===== src/design/yuvpk_pkg.sv =====
// Shared types and constants for the dual 4:2:0 packer.
// No dependencies.
package yuvpk_pkg;

  localparam int unsigned LaneCount = 4;

  // Lane order inside a quad
  localparam int unsigned LaneTopLeft     = 0;
  localparam int unsigned LaneTopRight    = 1;
  localparam int unsigned LaneBottomLeft  = 2;
  localparam int unsigned LaneBottomRight = 3;

  typedef struct packed {
    logic [23:0] pixel_top_left;
    logic [23:0] pixel_top_right;
    logic [23:0] pixel_bottom_left;
    logic [23:0] pixel_bottom_right;
    logic [10:0] block_column;
    logic [10:0] block_row;
  } in_item_t;

  typedef struct packed {
    logic [31:0] main_luma_quad;
    logic [7:0]  main_u;
    logic [7:0]  main_v;
    logic [15:0] aux_luma_u_pair;
    logic [15:0] aux_luma_v_pair;
    logic [11:0] aux_luma_u_row;
    logic [11:0] aux_luma_v_row;
    logic [7:0]  aux_u;
    logic [7:0]  aux_v;
    logic [10:0] out_block_column;
    logic [10:0] out_block_row;
  } out_item_t;

  // One converted pixel
  typedef struct packed {
    logic [7:0] y;
    logic [7:0] u;
    logic [7:0] v;
  } ycc_t;

  // Control and position that travel beside the lane results
  typedef struct packed {
    logic        valid;
    logic [10:0] column;
    logic [10:0] row;
  } tag_t;

endpackage


===== src/design/yuvpk_lane.sv =====
// One pixel lane: BT.601 studio-swing BGR to Y, U, V with a result register.
// Depends on yuvpk_pkg.
module yuvpk_lane (
  input  logic              clk,
  input  logic [23:0]       pixel,
  output yuvpk_pkg::ycc_t   ycc
);
  import yuvpk_pkg::*;

  logic [7:0]         blue;
  logic [7:0]         green;
  logic [7:0]         red;
  logic [16:0]        y_sum;
  logic [8:0]         y_pre;
  logic signed [17:0] u_sum;
  logic signed [17:0] v_sum;
  ycc_t               ycc_next;

  // Clamp a shifted signed sum to a byte
  function automatic logic [7:0] clamp_u8(input logic signed [9:0] x);
    logic [7:0] r;
    if (x < 0) begin
      r = 8'd0;
    end else if (x > 10'sd255) begin
      r = 8'hFF;
    end else begin
      r = x[7:0];
    end
    return r;
  endfunction

  assign blue  = pixel[7:0];
  assign green = pixel[15:8];
  assign red   = pixel[23:16];

  // Luma: sum is never negative, so the shift is a plain byte select
  assign y_sum = 17'd66 * {9'd0, red} + 17'd129 * {9'd0, green}
               + 17'd25 * {9'd0, blue} + 17'd128;
  assign y_pre = {1'b0, y_sum[15:8]} + 9'd16;

  // Chroma: fold the +128 offset and a rounding 128 in as 128*256 + 128 before the floor shift
  assign u_sum = 18'sd32896 + 18'sd112 * $signed({10'd0, blue})
               - 18'sd38 * $signed({10'd0, red}) - 18'sd74 * $signed({10'd0, green});
  assign v_sum = 18'sd32896 + 18'sd112 * $signed({10'd0, red})
               - 18'sd94 * $signed({10'd0, green}) - 18'sd18 * $signed({10'd0, blue});

  always_comb begin
    ycc_next.y = y_pre[8] ? 8'hFF : y_pre[7:0];
    ycc_next.u = clamp_u8(u_sum[17:8]);
    ycc_next.v = clamp_u8(v_sum[17:8]);
  end

  // Hold the converted pixel for the merge stage
  always_ff @(posedge clk) begin
    ycc <= ycc_next;
  end

endmodule


===== src/design/yuvpk_merge.sv =====
// Merge stage: averages main chroma, packs both views, registers the result.
// Depends on yuvpk_pkg.
module yuvpk_merge (
  input  logic                 clk,
  input  logic                 rst,
  input  yuvpk_pkg::ycc_t      lane [yuvpk_pkg::LaneCount],
  input  yuvpk_pkg::tag_t      tag,
  output logic                 done,
  output yuvpk_pkg::out_item_t result
);
  import yuvpk_pkg::*;

  logic [9:0] u_total;
  logic [9:0] v_total;
  out_item_t  result_next;

  // Sum the four chroma samples of the quad
  assign u_total = {2'd0, lane[LaneTopLeft].u} + {2'd0, lane[LaneTopRight].u}
                 + {2'd0, lane[LaneBottomLeft].u} + {2'd0, lane[LaneBottomRight].u};
  assign v_total = {2'd0, lane[LaneTopLeft].v} + {2'd0, lane[LaneTopRight].v}
                 + {2'd0, lane[LaneBottomLeft].v} + {2'd0, lane[LaneBottomRight].v};

  // Pack main and auxiliary views; aux rows interleave in 8-row blocks
  always_comb begin
    result_next.main_luma_quad   = {lane[LaneBottomRight].y, lane[LaneBottomLeft].y,
                                    lane[LaneTopRight].y, lane[LaneTopLeft].y};
    result_next.main_u           = u_total[9:2];
    result_next.main_v           = v_total[9:2];
    result_next.aux_luma_u_pair  = {lane[LaneBottomRight].u, lane[LaneBottomLeft].u};
    result_next.aux_luma_v_pair  = {lane[LaneBottomRight].v, lane[LaneBottomLeft].v};
    result_next.aux_luma_u_row   = {tag.row[10:3], 1'b0, tag.row[2:0]};
    result_next.aux_luma_v_row   = {tag.row[10:3], 1'b1, tag.row[2:0]};
    result_next.aux_u            = lane[LaneTopRight].u;
    result_next.aux_v            = lane[LaneTopRight].v;
    result_next.out_block_column = tag.column;
    result_next.out_block_row    = tag.row;
  end

  // Register the strobe and the result
  always_ff @(posedge clk) begin
    if (rst) begin
      done <= 1'b0;
    end else begin
      done <= tag.valid;
    end
    result <= result_next;
  end

endmodule


===== src/design/yuv444_dual_yuv420_packer.sv =====
// Top level of the BT.601 quad converter and dual 4:2:0 view packer.
// Depends on yuvpk_pkg, yuvpk_lane and yuvpk_merge.
//
// Usage:
//   Input: drive item with one 2x2 BGR quad and its block position and raise
//   start. The quad transfers at each rising edge where start is high and
//   busy is low. busy is high only while rst is high, so outside reset a
//   quad can transfer on every clock.
//   Output: done is high for exactly one cycle per quad, with the packed
//   main and auxiliary view samples on result. The result transfers at the
//   edge that ends that cycle; the receiver cannot stall the block and
//   must take every result as it appears.
//   Path: each quad is registered in the four pixel lanes, then in the merge
//   stage, before its result transfers.
//   Throughput: one quad per clock outside reset, set by the four converter lanes
//   that each finish one pixel per cycle.
//   Reset: synchronous, active high; clears the valid bits in both stages,
//   so no result appears after reset until a new quad transfers. Results
//   are delivered in transfer order.
module yuv444_dual_yuv420_packer (
  input  logic                 clk,
  input  logic                 rst,
  input  logic                 start,
  output logic                 busy,
  input  yuvpk_pkg::in_item_t  item,
  output logic                 done,
  output yuvpk_pkg::out_item_t result
);
  import yuvpk_pkg::*;

  logic [23:0] pixel [LaneCount];
  ycc_t        lane_ycc [LaneCount];
  tag_t        tag;

  assign busy = rst;

  assign pixel[LaneTopLeft]     = item.pixel_top_left;
  assign pixel[LaneTopRight]    = item.pixel_top_right;
  assign pixel[LaneBottomLeft]  = item.pixel_bottom_left;
  assign pixel[LaneBottomRight] = item.pixel_bottom_right;

  // Convert the four pixels side by side
  for (genvar i = 0; i < LaneCount; i++) begin : g_lane
    yuvpk_lane u_lane (
      .clk   (clk),
      .pixel (pixel[i]),
      .ycc   (lane_ycc[i])
    );
  end

  // Carry the transfer flag and block position beside the lanes
  always_ff @(posedge clk) begin
    if (rst) begin
      tag.valid <= 1'b0;
    end else begin
      tag.valid <= start && !busy;
    end
    tag.column <= item.block_column;
    tag.row    <= item.block_row;
  end

  // Combine the lanes into the output views
  yuvpk_merge u_merge (
    .clk    (clk),
    .rst    (rst),
    .lane   (lane_ycc),
    .tag    (tag),
    .done   (done),
    .result (result)
  );

endmodule


===== config.mk =====
export PLATFORM = sky130hd
export DESIGN_NAME = yuv444_dual_yuv420_packer
export DESIGN_NICKNAME = d
export VERILOG_FILES = /design/src/design/yuvpk_pkg.sv /design/src/design/yuvpk_lane.sv /design/src/design/yuvpk_merge.sv /design/src/design/yuv444_dual_yuv420_packer.sv
export SDC_FILE = /design/constraint.sdc
export NUM_CORES = 2
export LEC_CHECK = 0
export BUFFER_PORTS_ARGS = -buffer_cell sky130_fd_sc_hd__buf_2
export CAP_MARGIN = 20
export CORE_ASPECT_RATIO = 1.2
export CORE_MARGIN = 4
export CORE_UTILIZATION = 68
export DETAILED_ROUTE_END_ITERATION = 8
export PLACE_DENSITY = 0.95
export SETUP_SLACK_MARGIN = 0.2
export SYNTH_ARGS = -nofsm -noshare
export SYNTH_HDL_FRONTEND = slang
export SYNTH_SLANG_ARGS = --single-unit

===== constraint.sdc =====
create_clock -name clk -period 12.6 [get_ports clk]
set_input_delay 0.63 -clock clk [delete_from_list [all_inputs] [get_ports clk]]
set_output_delay 0.63 -clock clk [all_outputs]
set_load 0.02 [all_outputs]

==> results.tsv <==
metric	value	unit
Area Overhead vs Synth	8.09	%
row cnt	92	
Yosys top cell by area	ha_1	
Die Ht	260	µm
number of synthesized flops with an enable pin	0	
Detail Placement HPWL	76.7	mm
hold_ws	0.146	ns
post-detailed-routing wire length	90.7	mm
Congestion Overflow GR	0	
status	finished clean	
ys async rst share	0	%
top cell type's share of synthesized area	33.3	%
Hold Vio Cnt, Final	0	
global-route wire length before repair	148	mm
Clock Latency Late Sink	0.58	ns
worst hold path class	in2reg	
clk root buf	clkbuf_16	
PostCTS Resize Cnt	0	
total die area	56500	µm²
# setup viols final	0	
RePlAce Congestion	0.930	
Die Wd	218	µm
number of standard cells after synthesis	3716	
syn avg cell area	9.66	µm²
setup TNS	0	ns
WP data arrival	7.11	ns
clk_skew	0.0219	ns
area of the multi-input gates	27900	µm²
drt drc	0	
synth unique cells	77	
Routed Antenna Nets	0	
Port Buf Inserts	262	
io pins	265	
Clk pin slew, worst setup/hold paths	0.06	ns
sequential area share after synthesis	13.3	%
Fill cells	3276	
via/cell ratio	5.86	
H-Tree Depth	1	
cell area after synthesis	35900	µm²
fmax	150	MHz
Slew Limit Headroom	54.8	%
antenna violations before repair	0	
top_reg_cell synth	dfxtp_1	
final core occ	74.1	%
pins over their slew limit	0	
top post-synthesis cells by area	ha_1, fa_1, dfxtp_1	
Bufs on Longest Clock Path	3	
largest net degree at the start of global routing	16	
register area	4760	µm²
clock sinks	238	
DRT iter0 DRCs	1517	
Nets	5422	
Crit. End Element	flop	
layout cell share with drive strength beyond 1	8.82	%
worst slew pin tran	0.676	ns
Yosys reg bits	238	
net count after synthesis	5157	
core box area	52400	µm²
CTS tree	built	
CP Launch Type	input port	
post-layout minimum cycle time	6.67	ns
Setup Buffers After CTS	0	
crit-path max FO	7	
critical path data required time	13.04	ns
effective utilization at floorplan	68.5	%
DRT Pass-1 Iters	5	
routed length per instance	19.3	µm
unrepaired setup endpoints after global routing	false	
Maximum Capacitance Violations	0	
TritonCTS Buffers	27	
Final Cycle Share	53.0	%
yosys warns	0	
All-Layer GR Usage	32.4	%
vias in the first global route	30800	
Hold-fix buffers, CTS	0	
vias	27600	
antenna diode count	0	
WS Path Type	in2reg	
==> through the flow <==
stage / instance area [µm²] / std cells / setup slack [ns]
final: 38800 / 4706 / 5.93
after global routing: 38800 / 4706 / 5.60
after CTS: 38800 / 4706 / 6.05
after detailed placement: 37900 / 4657 / 5.64
after global placement: 37900 / 4657 / 6.14
after floorplan: 35900 / 3716 / 6.68
==> area by class of cell <==
class                   instances  share of cell area [%]
clock buffers                  30                    1.82
clock inverters                19                   0.503
inverters                     817                    7.90
multi-input cells            2635                    71.8
flip-flops and latches        238                    12.3
well taps                     705                    2.27
repair buffers                262                    3.38
==> logic make-up after synthesis <==
family / after synthesis / share of synthesized area [%]
multiplexers: 9 / 0.251
buffers and inverters: 843 / 9.08
AO/OA/AOI/OAI: 628 / 11.3
adder cells (fa/ha/maj): 1320 / 53.7
XOR/XNOR: 288 / 7.13
other: 2 / 0.0209
flip-flops: 238 / 13.3
AND/OR/NAND/NOR: 388 / 5.25
==> metal layers <==
| layer | up-vias | share of wire, % | track usage (%) | wire length (µm) |
|---|---|---|---|---|
| li1 | 12700 | - | - | - |
| met1 | 13100 | 36 | 35.1 | 32300 |
| met2 | 1165 | 49 | 57.8 | 44700 |
| met3 | 543 | 6.8 | 5.28 | 6180 |
| met4 | 0 | 8.3 | 22.0 | 7530 |
| met5 | - | 0 | 0 | 0 |
==> cells in the mapped netlist (all sizes together), types with 14 or more instances <==
| master | n |
|---|---|
| a21oi | 263 |
| nor2 | 107 |
| o21ai | 79 |
| ha | 954 |
| a21o | 71 |
| o21bai | 81 |
| o21a | 37 |
| dfxtp | 238 |
| xor2 | 85 |
| nor2b | 39 |
| a211o | 14 |
| and2 | 14 |
| nor3 | 35 |
| xnor2 | 203 |
| nand3 | 25 |
| inv | 817 |
| fa | 366 |
| buf | 25 |
| nand2 | 104 |
==> placed cells by master (no fill, tap or decap), types with 82 or more instances in the layout <==
| cell type | count |
|---|---|
| fa_1 | 366 |
| buf_2 | 262 |
| xnor2_1 | 201 |
| inv_1 | 817 |
| nand2_1 | 104 |
| ha_1 | 954 |
| xor2_1 | 82 |
| nor2_1 | 107 |
| dfxtp_1 | 238 |
| a21oi_1 | 253 |
==> worst paths after layout <==
path         slack (ns)                     start                       to  depth (start not counted)
max reg2reg        8.89   g_lane[1].u_lane.ycc[0]      u_merge.result[100]                         16
max                5.93                  item[31]  g_lane[3].u_lane.ycc[5]                         26
min reg2reg        0.32  g_lane[0].u_lane.ycc[17]      u_merge.result[111]                          0
min                0.15                   item[2]                   tag[2]                          1
==> flip-flops by register name, summed over array words and instances, names as in the netlist <==
register           cells
g_lane.u_lane.ycc     96
u_merge.done           1
tag                   23
u_merge.result       118
==> worst max-delay path: stages <==
cell and delay [ns]:
buf_2 0.24, inv_1 0.17, fa_1 0.61, inv_1 0.08, ha_1 0.20, fa_1 0.54, inv_1 0.07, fa_1 0.48
nor2b_1 0.17, o21ai_0 0.13, a21boi_0 0.36, o21ai_0 0.23, a21oi_1 0.28, nor2_1 0.10, xnor2_1 0.34, fa_1 0.48
inv_1 0.08, ha_1 0.23, ha_1 0.35, nand3_1 0.09, nand2_1 0.05, a41oi_1 0.27, a21oi_1 0.19, a21oi_1 0.21
xor2_1 0.39, a21oi_1 0.15
Power is not shown: default switching activity piles up to over one toggle a cycle in this logic, so the estimate is an artifact.
